===== src/rtl/mfd_pkg.sv =====
// shared constants, types and command structs for the motor feedback frame decoder
`timescale 1ns / 1ps

package mfd_pkg;

  // motor slots and identifier layout
  localparam int MotorSlots = 8;
  localparam int SlotW      = 3;
  localparam logic [10:0] IdBase = 11'h200;

  // field widths
  localparam int IdW      = 11;
  localparam int PayloadW = 64;
  localparam int NumW     = 4;
  localparam int AngleW   = 17;
  localparam int TempW    = 8;
  localparam int TurnW    = 32;
  localparam int MaskW    = 8;
  localparam int CfgW     = 32;

  // multi-turn position and multiplier widths
  localparam int MtW     = 46;
  localparam int MtLoW   = 24;
  localparam int OpaW    = 25;
  localparam int OpbW    = 33;
  localparam int ProdW   = OpaW + OpbW;
  localparam int PloW    = 56;
  localparam int WideW   = 64;
  localparam int TurnShift = 13;

  // configuration port
  localparam int AddrW = 4;
  localparam logic [1:0] RegRegisteredMask = 2'd0;
  localparam logic [1:0] RegReverseMask    = 2'd1;
  localparam logic [1:0] RegInvRatio       = 2'd2;
  localparam logic [1:0] RegTorqueGain     = 2'd3;
  localparam logic [CfgW-1:0] InvRatioReset = 32'h0001_0000;

  // result status codes
  localparam logic StatusDecoded      = 1'b0;
  localparam logic StatusNotRegistered = 1'b1;

  // stored speed sign codes
  localparam logic [1:0] SignZero = 2'b00;
  localparam logic [1:0] SignPos  = 2'b01;
  localparam logic [1:0] SignNeg  = 2'b11;

  // operand pair for the shared multiplier
  typedef enum logic [1:0] {
    MUL_SPEED   = 2'd0,
    MUL_CURRENT = 2'd1,
    MUL_MT_LO   = 2'd2,
    MUL_MT_HI   = 2'd3
  } mul_op_e;

  // configuration register contents
  typedef struct packed {
    logic [MaskW-1:0] reg_mask;
    logic [MaskW-1:0] rev_mask;
    logic [CfgW-1:0]  inv_ratio;
    logic [CfgW-1:0]  trq_gain;
  } mfd_cfg_t;

  // controller to datapath commands
  typedef struct packed {
    logic    load_in;
    logic    dec;
    mul_op_e mul_op;
    logic    st_spd;
    logic    st_trq;
    logic    st_plo;
    logic    fin;
  } mfd_cmd_t;

  // datapath to controller status
  typedef struct packed {
    logic hit;
  } mfd_stat_t;

endpackage


===== src/rtl/mfd_regs.sv =====
// configuration register file behind the apb-style port
`timescale 1ns / 1ps

module mfd_regs (
  input  logic                        clk_i,
  input  logic                        rst_ni,
  input  logic                        psel,
  input  logic                        penable,
  input  logic                        pwrite,
  input  logic [mfd_pkg::AddrW-1:0]   paddr,
  input  logic [mfd_pkg::CfgW-1:0]    pwdata,
  output logic [mfd_pkg::CfgW-1:0]    prdata,
  output logic                        pready,
  output mfd_pkg::mfd_cfg_t           cfg_o
);

  mfd_pkg::mfd_cfg_t cfg_q;
  logic [1:0]        reg_idx;
  logic              wr_en;

  assign reg_idx = paddr[mfd_pkg::AddrW-1:2];
  assign wr_en   = psel & penable & pwrite;
  assign pready  = 1'b1;
  assign cfg_o   = cfg_q;

  // register writes on the access phase
  always_ff @(posedge clk_i or negedge rst_ni) begin
    if (!rst_ni) begin
      cfg_q.reg_mask  <= '0;
      cfg_q.rev_mask  <= '0;
      cfg_q.inv_ratio <= mfd_pkg::InvRatioReset;
      cfg_q.trq_gain  <= '0;
    end else if (wr_en) begin
      case (reg_idx)
        mfd_pkg::RegRegisteredMask: cfg_q.reg_mask  <= pwdata[mfd_pkg::MaskW-1:0];
        mfd_pkg::RegReverseMask:    cfg_q.rev_mask  <= pwdata[mfd_pkg::MaskW-1:0];
        mfd_pkg::RegInvRatio:       cfg_q.inv_ratio <= pwdata;
        mfd_pkg::RegTorqueGain:     cfg_q.trq_gain  <= pwdata;
        default: ;
      endcase
    end
  end

  // read mux
  always_comb begin
    case (reg_idx)
      mfd_pkg::RegRegisteredMask: prdata = mfd_pkg::CfgW'(cfg_q.reg_mask);
      mfd_pkg::RegReverseMask:    prdata = mfd_pkg::CfgW'(cfg_q.rev_mask);
      mfd_pkg::RegInvRatio:       prdata = cfg_q.inv_ratio;
      mfd_pkg::RegTorqueGain:     prdata = cfg_q.trq_gain;
      default:                    prdata = '0;
    endcase
  end

endmodule


===== src/rtl/mfd_ctrl.sv =====
// controller state machine sequencing decode and the shared multiplier
`timescale 1ns / 1ps

module mfd_ctrl (
  input  logic               clk_i,
  input  logic               rst_ni,
  input  logic               start_i,
  input  mfd_pkg::mfd_stat_t stat_i,
  output mfd_pkg::mfd_cmd_t  cmd_o,
  output logic               busy_o
);

  typedef enum logic [6:0] {
    ST_IDLE = 7'b0000001,
    ST_DEC  = 7'b0000010,
    ST_SPD  = 7'b0000100,
    ST_TRQ  = 7'b0001000,
    ST_PLO  = 7'b0010000,
    ST_PHI  = 7'b0100000,
    ST_FIN  = 7'b1000000
  } ctrl_state_e;

  ctrl_state_e state_q, state_d;

  assign busy_o = (state_q != ST_IDLE);

  // next state and commands
  always_comb begin
    state_d        = state_q;
    cmd_o          = '0;
    cmd_o.mul_op   = mfd_pkg::MUL_SPEED;
    case (state_q)
      ST_IDLE: begin
        cmd_o.load_in = start_i;
        if (start_i) state_d = ST_DEC;
      end
      ST_DEC: begin
        cmd_o.dec = 1'b1;
        state_d   = stat_i.hit ? ST_SPD : ST_FIN;
      end
      ST_SPD: begin
        cmd_o.mul_op = mfd_pkg::MUL_SPEED;
        state_d      = ST_TRQ;
      end
      ST_TRQ: begin
        cmd_o.mul_op = mfd_pkg::MUL_CURRENT;
        cmd_o.st_spd = 1'b1;
        state_d      = ST_PLO;
      end
      ST_PLO: begin
        cmd_o.mul_op = mfd_pkg::MUL_MT_LO;
        cmd_o.st_trq = 1'b1;
        state_d      = ST_PHI;
      end
      ST_PHI: begin
        cmd_o.mul_op = mfd_pkg::MUL_MT_HI;
        cmd_o.st_plo = 1'b1;
        state_d      = ST_FIN;
      end
      ST_FIN: begin
        cmd_o.fin = 1'b1;
        state_d   = ST_IDLE;
      end
      default: state_d = ST_IDLE;
    endcase
  end

  // state register
  always_ff @(posedge clk_i or negedge rst_ni) begin
    if (!rst_ni) begin
      state_q <= ST_IDLE;
    end else begin
      state_q <= state_d;
    end
  end

endmodule


===== src/rtl/mfd_dpath.sv =====
// datapath: frame unpacking, per-motor turn tracking, shared multiplier, result registers
`timescale 1ns / 1ps

module mfd_dpath (
  input  logic                                clk_i,
  input  logic                                rst_ni,
  input  mfd_pkg::mfd_cmd_t                   cmd_i,
  output mfd_pkg::mfd_stat_t                  stat_o,
  input  mfd_pkg::mfd_cfg_t                   cfg_i,
  input  logic [mfd_pkg::IdW-1:0]             frame_id_i,
  input  logic [mfd_pkg::PayloadW-1:0]        payload_i,
  output logic                                valid_o,
  output logic                                status_o,
  output logic [mfd_pkg::NumW-1:0]            motor_number_o,
  output logic signed [mfd_pkg::AngleW-1:0]   rotor_angle_o,
  output logic signed [mfd_pkg::AngleW-1:0]   rotor_speed_o,
  output logic signed [mfd_pkg::AngleW-1:0]   winding_current_o,
  output logic [mfd_pkg::TempW-1:0]           temperature_o,
  output logic signed [mfd_pkg::TurnW-1:0]    turn_count_o,
  output logic signed [mfd_pkg::WideW-1:0]    shaft_position_o,
  output logic signed [mfd_pkg::CfgW-1:0]     shaft_speed_o,
  output logic signed [mfd_pkg::WideW-1:0]    torque_o
);

  // captured frame
  logic [mfd_pkg::IdW-1:0]      id_q;
  logic [mfd_pkg::PayloadW-1:0] pay_q;

  // per-motor tracking state
  logic signed [mfd_pkg::AngleW-1:0] last_angle_q [mfd_pkg::MotorSlots];
  logic signed [mfd_pkg::TurnW-1:0]  turn_arr_q   [mfd_pkg::MotorSlots];
  logic [1:0]                        sign_arr_q   [mfd_pkg::MotorSlots];

  // decoded item
  logic                               hit_q;
  logic [mfd_pkg::NumW-1:0]           num_q;
  logic signed [mfd_pkg::AngleW-1:0]  angle_q, speed_q, current_q;
  logic [mfd_pkg::TempW-1:0]          temp_q;
  logic signed [mfd_pkg::TurnW-1:0]   turn_q;
  logic signed [mfd_pkg::MtW-1:0]     mt_q;

  // multiplier and partial results
  logic signed [mfd_pkg::ProdW-1:0]   prod_q;
  logic signed [mfd_pkg::CfgW-1:0]    spd_q;
  logic signed [mfd_pkg::WideW-1:0]   trq_q;
  logic [mfd_pkg::PloW-1:0]           plo_q;
  logic                               valid_q;

  // decode signals
  logic [mfd_pkg::IdW-1:0]            diff;
  logic [mfd_pkg::SlotW-1:0]          slot;
  logic                               hit;
  logic                               rev;
  logic signed [mfd_pkg::AngleW-1:0]  angle_raw, speed_raw, current_raw;
  logic signed [mfd_pkg::AngleW-1:0]  angle_d, speed_d, current_d;
  logic signed [mfd_pkg::AngleW-1:0]  last_a;
  logic [1:0]                         last_s;
  logic signed [mfd_pkg::TurnW-1:0]   turn_old, turn_new;
  logic [1:0]                         sign_new;
  logic signed [mfd_pkg::MtW-1:0]     mt_d;
  logic signed [mfd_pkg::OpaW-1:0]    opa;
  logic signed [mfd_pkg::OpbW-1:0]    opb;
  logic                               spd_fits;
  logic signed [mfd_pkg::CfgW-1:0]    spd_sat;
  logic signed [mfd_pkg::WideW-1:0]   pos_d;

  // motor number, slot and mask check
  assign diff = id_q - mfd_pkg::IdBase;
  assign slot = mfd_pkg::SlotW'(diff - 1'b1);
  assign hit  = (diff >= mfd_pkg::IdW'(1)) && (diff <= mfd_pkg::IdW'(mfd_pkg::MotorSlots))
                && cfg_i.reg_mask[slot];
  assign stat_o.hit = hit;
  assign rev  = cfg_i.rev_mask[slot];

  // payload unpacking with direction applied
  assign angle_raw   = signed'({1'b0, pay_q[63:48]});
  assign speed_raw   = signed'({pay_q[47], pay_q[47:32]});
  assign current_raw = signed'({pay_q[31], pay_q[31:16]});
  assign angle_d     = rev ? -angle_raw : angle_raw;
  assign speed_d     = rev ? -speed_raw : speed_raw;
  assign current_d   = rev ? -current_raw : current_raw;

  // turn tracking
  assign last_a   = last_angle_q[slot];
  assign last_s   = sign_arr_q[slot];
  assign turn_old = turn_arr_q[slot];

  always_comb begin
    if ((angle_d > last_a) && (last_s == mfd_pkg::SignNeg)) begin
      turn_new = turn_old - 32'sd1;
    end else if ((angle_d < last_a) && (last_s == mfd_pkg::SignPos)) begin
      turn_new = turn_old + 32'sd1;
    end else begin
      turn_new = turn_old;
    end
    if (speed_d > 17'sd0) begin
      sign_new = mfd_pkg::SignPos;
    end else if (speed_d < 17'sd0) begin
      sign_new = mfd_pkg::SignNeg;
    end else begin
      sign_new = mfd_pkg::SignZero;
    end
  end

  // multi-turn count: turn * 8191 + angle, done as shift and subtract
  assign mt_d = (mfd_pkg::MtW'(turn_new) <<< mfd_pkg::TurnShift) - mfd_pkg::MtW'(turn_new)
                + mfd_pkg::MtW'(angle_d);

  // frame capture on accept
  always_ff @(posedge clk_i) begin
    if (cmd_i.load_in) begin
      id_q  <= frame_id_i;
      pay_q <= payload_i;
    end
  end

  // per-motor state update
  always_ff @(posedge clk_i or negedge rst_ni) begin
    if (!rst_ni) begin
      for (int i = 0; i < mfd_pkg::MotorSlots; i++) begin
        last_angle_q[i] <= '0;
        turn_arr_q[i]   <= '0;
        sign_arr_q[i]   <= mfd_pkg::SignZero;
      end
    end else if (cmd_i.dec && hit) begin
      last_angle_q[slot] <= angle_d;
      turn_arr_q[slot]   <= turn_new;
      sign_arr_q[slot]   <= sign_new;
    end
  end

  // decoded item registers
  always_ff @(posedge clk_i) begin
    if (cmd_i.dec) begin
      hit_q     <= hit;
      num_q     <= diff[mfd_pkg::NumW-1:0];
      angle_q   <= angle_d;
      speed_q   <= speed_d;
      current_q <= current_d;
      temp_q    <= pay_q[15:8];
      turn_q    <= turn_new;
      mt_q      <= mt_d;
    end
  end

  // shared multiplier operand select
  always_comb begin
    case (cmd_i.mul_op)
      mfd_pkg::MUL_SPEED:   opa = mfd_pkg::OpaW'(speed_q);
      mfd_pkg::MUL_CURRENT: opa = mfd_pkg::OpaW'(current_q);
      mfd_pkg::MUL_MT_LO:   opa = signed'({1'b0, mt_q[mfd_pkg::MtLoW-1:0]});
      mfd_pkg::MUL_MT_HI:   opa = mfd_pkg::OpaW'(signed'(mt_q[mfd_pkg::MtW-1:mfd_pkg::MtLoW]));
      default:              opa = '0;
    endcase
    if (cmd_i.mul_op == mfd_pkg::MUL_CURRENT) begin
      opb = signed'({1'b0, cfg_i.trq_gain});
    end else begin
      opb = signed'({1'b0, cfg_i.inv_ratio});
    end
  end

  // shaft speed saturation to 32 bits
  assign spd_fits = (&prod_q[mfd_pkg::ProdW-1:mfd_pkg::CfgW-1])
                    || !(|prod_q[mfd_pkg::ProdW-1:mfd_pkg::CfgW-1]);
  assign spd_sat  = spd_fits ? prod_q[mfd_pkg::CfgW-1:0]
                  : (prod_q[mfd_pkg::ProdW-1] ? 32'sh8000_0000 : 32'sh7FFF_FFFF);

  // position: low partial plus high partial shifted up, kept to 64 bits
  assign pos_d = signed'(mfd_pkg::WideW'(plo_q))
                 + (mfd_pkg::WideW'(prod_q) <<< mfd_pkg::MtLoW);

  // multiplier register and partial results
  always_ff @(posedge clk_i) begin
    prod_q <= opa * opb;
    if (cmd_i.st_spd) spd_q <= spd_sat;
    if (cmd_i.st_trq) trq_q <= mfd_pkg::WideW'(prod_q);
    if (cmd_i.st_plo) plo_q <= prod_q[mfd_pkg::PloW-1:0];
  end

  // result registers
  always_ff @(posedge clk_i) begin
    if (cmd_i.fin) begin
      if (hit_q) begin
        status_o          <= mfd_pkg::StatusDecoded;
        motor_number_o    <= num_q;
        rotor_angle_o     <= angle_q;
        rotor_speed_o     <= speed_q;
        winding_current_o <= current_q;
        temperature_o     <= temp_q;
        turn_count_o      <= turn_q;
        shaft_position_o  <= pos_d;
        shaft_speed_o     <= spd_q;
        torque_o          <= trq_q;
      end else begin
        status_o          <= mfd_pkg::StatusNotRegistered;
        motor_number_o    <= '0;
        rotor_angle_o     <= '0;
        rotor_speed_o     <= '0;
        winding_current_o <= '0;
        temperature_o     <= '0;
        turn_count_o      <= '0;
        shaft_position_o  <= '0;
        shaft_speed_o     <= '0;
        torque_o          <= '0;
      end
    end
  end

  // result strobe
  always_ff @(posedge clk_i or negedge rst_ni) begin
    if (!rst_ni) begin
      valid_q <= 1'b0;
    end else begin
      valid_q <= cmd_i.fin;
    end
  end

  assign valid_o = valid_q;

endmodule


===== src/rtl/motor_feedback_frame_decoder_top.sv =====
// top level of the motor feedback frame decoder
//
//   channel   handshake                      payload
//   ------    -------------------------      -----------------------------------------
//   frame in  start && !busy                 frame_id_i, payload_i
//   result    valid_o, one cycle             status_o ... torque_o
//   config    psel & penable & pwrite        paddr[3:2] selects register, pwdata
//
// a decoded item runs from accept to the next possible accept through a decode and
// turn-update step, four passes through the one shared 25x33 multiplier, a step to
// assemble results, and the result strobe, during which busy is already low.
// a frame for an unregistered motor skips the multiplier and goes from decode to assembly.
// the result shows for one cycle on valid_o; the receiver cannot stall it.
// reset clears configuration, per-motor tracking state and the controller.
`timescale 1ns / 1ps

module motor_feedback_frame_decoder_top (
  input  logic                                clk_i,
  input  logic                                rst_ni,
  input  logic                                start,
  output logic                                busy,
  input  logic [mfd_pkg::IdW-1:0]             frame_id_i,
  input  logic [mfd_pkg::PayloadW-1:0]        payload_i,
  output logic                                valid_o,
  output logic                                status_o,
  output logic [mfd_pkg::NumW-1:0]            motor_number_o,
  output logic signed [mfd_pkg::AngleW-1:0]   rotor_angle_o,
  output logic signed [mfd_pkg::AngleW-1:0]   rotor_speed_o,
  output logic signed [mfd_pkg::AngleW-1:0]   winding_current_o,
  output logic [mfd_pkg::TempW-1:0]           temperature_o,
  output logic signed [mfd_pkg::TurnW-1:0]    turn_count_o,
  output logic signed [mfd_pkg::WideW-1:0]    shaft_position_o,
  output logic signed [mfd_pkg::CfgW-1:0]     shaft_speed_o,
  output logic signed [mfd_pkg::WideW-1:0]    torque_o,
  input  logic                                psel,
  input  logic                                penable,
  input  logic                                pwrite,
  input  logic [mfd_pkg::AddrW-1:0]           paddr,
  input  logic [mfd_pkg::CfgW-1:0]            pwdata,
  output logic [mfd_pkg::CfgW-1:0]            prdata,
  output logic                                pready
);

  mfd_pkg::mfd_cfg_t  cfg;
  mfd_pkg::mfd_cmd_t  cmd;
  mfd_pkg::mfd_stat_t stat;

  // configuration registers
  mfd_regs u_regs (
    .clk_i   (clk_i),
    .rst_ni  (rst_ni),
    .psel    (psel),
    .penable (penable),
    .pwrite  (pwrite),
    .paddr   (paddr),
    .pwdata  (pwdata),
    .prdata  (prdata),
    .pready  (pready),
    .cfg_o   (cfg)
  );

  // controller
  mfd_ctrl u_ctrl (
    .clk_i   (clk_i),
    .rst_ni  (rst_ni),
    .start_i (start),
    .stat_i  (stat),
    .cmd_o   (cmd),
    .busy_o  (busy)
  );

  // datapath
  mfd_dpath u_dpath (
    .clk_i             (clk_i),
    .rst_ni            (rst_ni),
    .cmd_i             (cmd),
    .stat_o            (stat),
    .cfg_i             (cfg),
    .frame_id_i        (frame_id_i),
    .payload_i         (payload_i),
    .valid_o           (valid_o),
    .status_o          (status_o),
    .motor_number_o    (motor_number_o),
    .rotor_angle_o     (rotor_angle_o),
    .rotor_speed_o     (rotor_speed_o),
    .winding_current_o (winding_current_o),
    .temperature_o     (temperature_o),
    .turn_count_o      (turn_count_o),
    .shaft_position_o  (shaft_position_o),
    .shaft_speed_o     (shaft_speed_o),
    .torque_o          (torque_o)
  );

endmodule


===== config.mk =====
export PLATFORM = sky130hd
export DESIGN_NAME = motor_feedback_frame_decoder_top
export DESIGN_NICKNAME = d
export VERILOG_FILES = /design/src/rtl/mfd_pkg.sv /design/src/rtl/mfd_regs.sv /design/src/rtl/mfd_ctrl.sv /design/src/rtl/mfd_dpath.sv /design/src/rtl/motor_feedback_frame_decoder_top.sv
export SDC_FILE = /design/constraint.sdc
export NUM_CORES = 2
export LEC_CHECK = 0
export BUFFER_PORTS_ARGS = -buffer_cell sky130_fd_sc_hd__buf_2
export CAP_MARGIN = 20
export CORE_MARGIN = 2
export CORE_UTILIZATION = 55
export DETAILED_ROUTE_END_ITERATION = 16
export PLACE_DENSITY = 0.71
export SYNTH_ARGS = -nofsm -noshare
export SYNTH_HDL_FRONTEND = slang
export SYNTH_HIERARCHICAL = 1
export SYNTH_SLANG_ARGS = --single-unit

===== constraint.sdc =====
create_clock -name clk_i -period 18.1 [get_ports clk_i]
set_clock_uncertainty 0.2 [all_clocks]
set_input_delay 3.62 -clock clk_i [delete_from_list [all_inputs] [get_ports clk_i]]
set_output_delay 3.62 -clock clk_i [all_outputs]
set_load 0.05 [all_outputs]

==> flow_summary.yaml <==
yosys:
  syn-num-nets: 8300
  netlist_top_cells_area: "edfxtp_1 (23%), fa_1 (19%), dfrtp_1 (16%)"
  yosysTopAreaCellShare_pct: 23.4
  synth-seq-cells: 1159
  yosys_warnings: 6
  async_flop_share_pct: 42.8
  yosysUniqueCellTypes: 107
  synthFlopType: "edfxtp_1"
  avgSynthCellArea_um2: 10.9
  synth_top_area_cell: "edfxtp_1"
  synth_edf_count: 605
  synth_cells: 7120
  netlist_area_um2: 77700
  ys_seq_area_share_pct: 40.9
worst_setup_path:
  critPathBufInv: 4
  r2r-start: "u_dpath/id_q[0]"
  crit_fanout: 39
  cp.required_ns: 18.37
  worstSetupStartpointType: "flop"
  cp.depth: 32
  path_delay_family: "compound AO/OA/AOI/OAI gates"
  r2r_end: "u_dpath/mt_q[44]"
  r2r_slack_ns: 5.90
  end_kind: "flop"
  crit_type: "flop to flop"
  critPathSlowestCell: "xnor2_1"
  reg2reg_depth: 32
  crit_end: "u_dpath/mt_q[44]"
  critPathLaunch: "u_dpath/id_q[0]"
  max_stage_delay_ns: 0.83
  cp_data_arrival_time_ns: 12.46
route:
  num_vias: 54900
  drc: 0
  wl_per_cell_um: 23.8
  first_pass_iters: 7
  ant_nets: 0
  via_per_inst: 5.86
  routed_wl_um: 223000
  drt_iter0_drc: 5087
run:
  maxCapViolCount: 0
global_route:
  grt_pass1_wl_um: 337000
  grt_pass1_vias: 55800
  use_met1_pct: 40.0
  grtUsageMet2_pct: 50.2
  grt-busiest-layer: "met2"
  met3_usage_pct: 5.93
  grt_max_degree: 237
  grt_overflow: 0
  antenna_found_initial: 21
  track_usage_pct: 30.9
run_status:
  status: "finished clean"
clocking:
  cts_buffers: 116
  cts.sinks: 1159
  cts.reportedPaths.clkPinSlew_ns: 0.06
  cts_tree: "built"
  ctsResizeCount: 0
  cts.path.max_buffers: 3
  insertion_delay_ns: 0.80
  cts_htree_levels: 3
  postCtsSetupRepairBufs: 0
  cts_hold_buf: 0
  cts_root_buffer: "clkbuf_16"
floorplanning:
  start_util_pct: 55.5
  num_rows: 137
  coreArea_um2: 140000
  ioPinCount: 408
  die_area_um2: 144000
  die_w_um: 380
  fp.dieH_um: 380
timing:
  fin_crit_sh_pct: 67.4
  tns_ns: 0
  drv_slew: 0
  hold_ws_ns: 0.221
  max_clock_freq_mhz: 82.0
  worst_pin_slew_ns: 1.27
  hold_viol_final: 0
  min_period_ns: 12.20
  setup_viol: 0
  finalWorstSetupSlack_ns: 5.90
  slew_headroom_pct: 13.4
  rsz0062_at_grt: "false"
cells_and_area:
  syn_to_final_growth_pct: 10.2
  fin_nets: 8557
  multi_input_area_um2: 41500
  final_cell_mix: "nand2_1 (926), inv_1 (811), fa_1 (720), edfxtp_1 (605), nor2_1 (566)"
  mostFrequentLayoutCell: "nand2_1"
  drive_above_1_share_pct: 13.6
  fillers: 11400
  regArea_um2: 31700
placed_design:
  gp_congestion: 0.948
  portBuffers: 396
  dp_hpwl_um: 160000
  pre_cts_ws_ns: 6.05
hold_path:
  hold_path_startpoint: "u_dpath/pay_q[8]"
  hp-class: "flop to flop"
synth_stat cells, drive strengths merged (50+ instances only):
cell type  count
mux2         160
inv          814
a21oi        173
nand3         62
nor2b         50
mux2i        151
xor2          72
a21o         129
dfrtp        494
buf           68
nor2         568
nand2b        50
edfxtp       605
fa           720
clkbuf       304
dfxtp         58
nand2        934
and2         232
mux4          73
ha           343
xnor2        124
o21ai        485
per-stage QoR:
stage,utilization [%],area [µm²],std cells
2_1_floorplan,-,77700,7120
3_3_place_gp,58.3,81500,9129
3_5_place_dp,58.3,81500,9131
4_1_cts,61.1,85500,9350
5_1_grt,61.2,85600,9361
6_report,61.2,85600,9365
metal layers:
| metal | wire [µm] | share of wire (%) |
|---|---|---|
| met1 | 86000 | 39 |
| met2 | 106000 | 47 |
| met3 | 18900 | 8.5 |
| met4 | 12600 | 5.7 |
| met5 | 49 | 0.022 |
how the worst min path moves through the flow:
stage | slack (ns) | end | depth (start not counted)
floorplan | 0.20 | u_dpath/temp_q[0] | 0
global placement | 0.20 | u_dpath/temp_q[4] | 0
detailed placement | 0.21 | u_dpath/temp_q[0] | 0
CTS | 0.22 | u_dpath/temp_q[0] | 0
global route | 0.22 | u_dpath/temp_q[0] | 0
finish | 0.22 | u_dpath/temp_q[0] | 0
sequential cells by signal (all words and copies together) (netlist names), 32 cells and up:
register / count
u_dpath/turn_arr_q: 256
u_dpath/last_angle_q: 136
u_regs/cfg_o: 80
u_dpath/shaft_position_o: 64
u_dpath/prod_q: 58
u_dpath/torque_o: 58
u_dpath/trq_q: 58
u_dpath/pay_q: 56
u_dpath/plo_q: 56
u_dpath/mt_q: 46
u_dpath/shaft_speed_o: 32
u_dpath/spd_q: 32
u_dpath/turn_count_o: 32
u_dpath/turn_q: 32
final cells by class:
class	count	share of cell area, %
diodes	11	0.0322
clock buffers	153	3.69
clock inverters	66	0.944
inverters	814	3.57
multi-input cells	4775	48.5
flip-flops and latches	1159	37.1
well taps	1876	2.74
repair buffers	511	3.40
cells by family (layout without fill, tap and decap cells):
| kind of cell | count (synthesis) | in the layout | synth area share, % |
|---|---|---|---|
| compound gates | 1031 | 1031 | 8.03 |
| xor+xnor | 196 | 196 | 2.38 |
| fa+ha+maj | 1063 | 1063 | 24.1 |
| buf+inv | 1186 | 1544 | 5.93 |
| flops | 1159 | 1159 | 40.9 |
| mux | 384 | 384 | 6.54 |
| other cells | 1 | 12 | 0.00483 |
| simple gates | 2100 | 2100 | 12.2 |
Power is left out: the tool's default activity adds up to more than one toggle a clock period on the data nets, which glitch-free logic cannot reach.
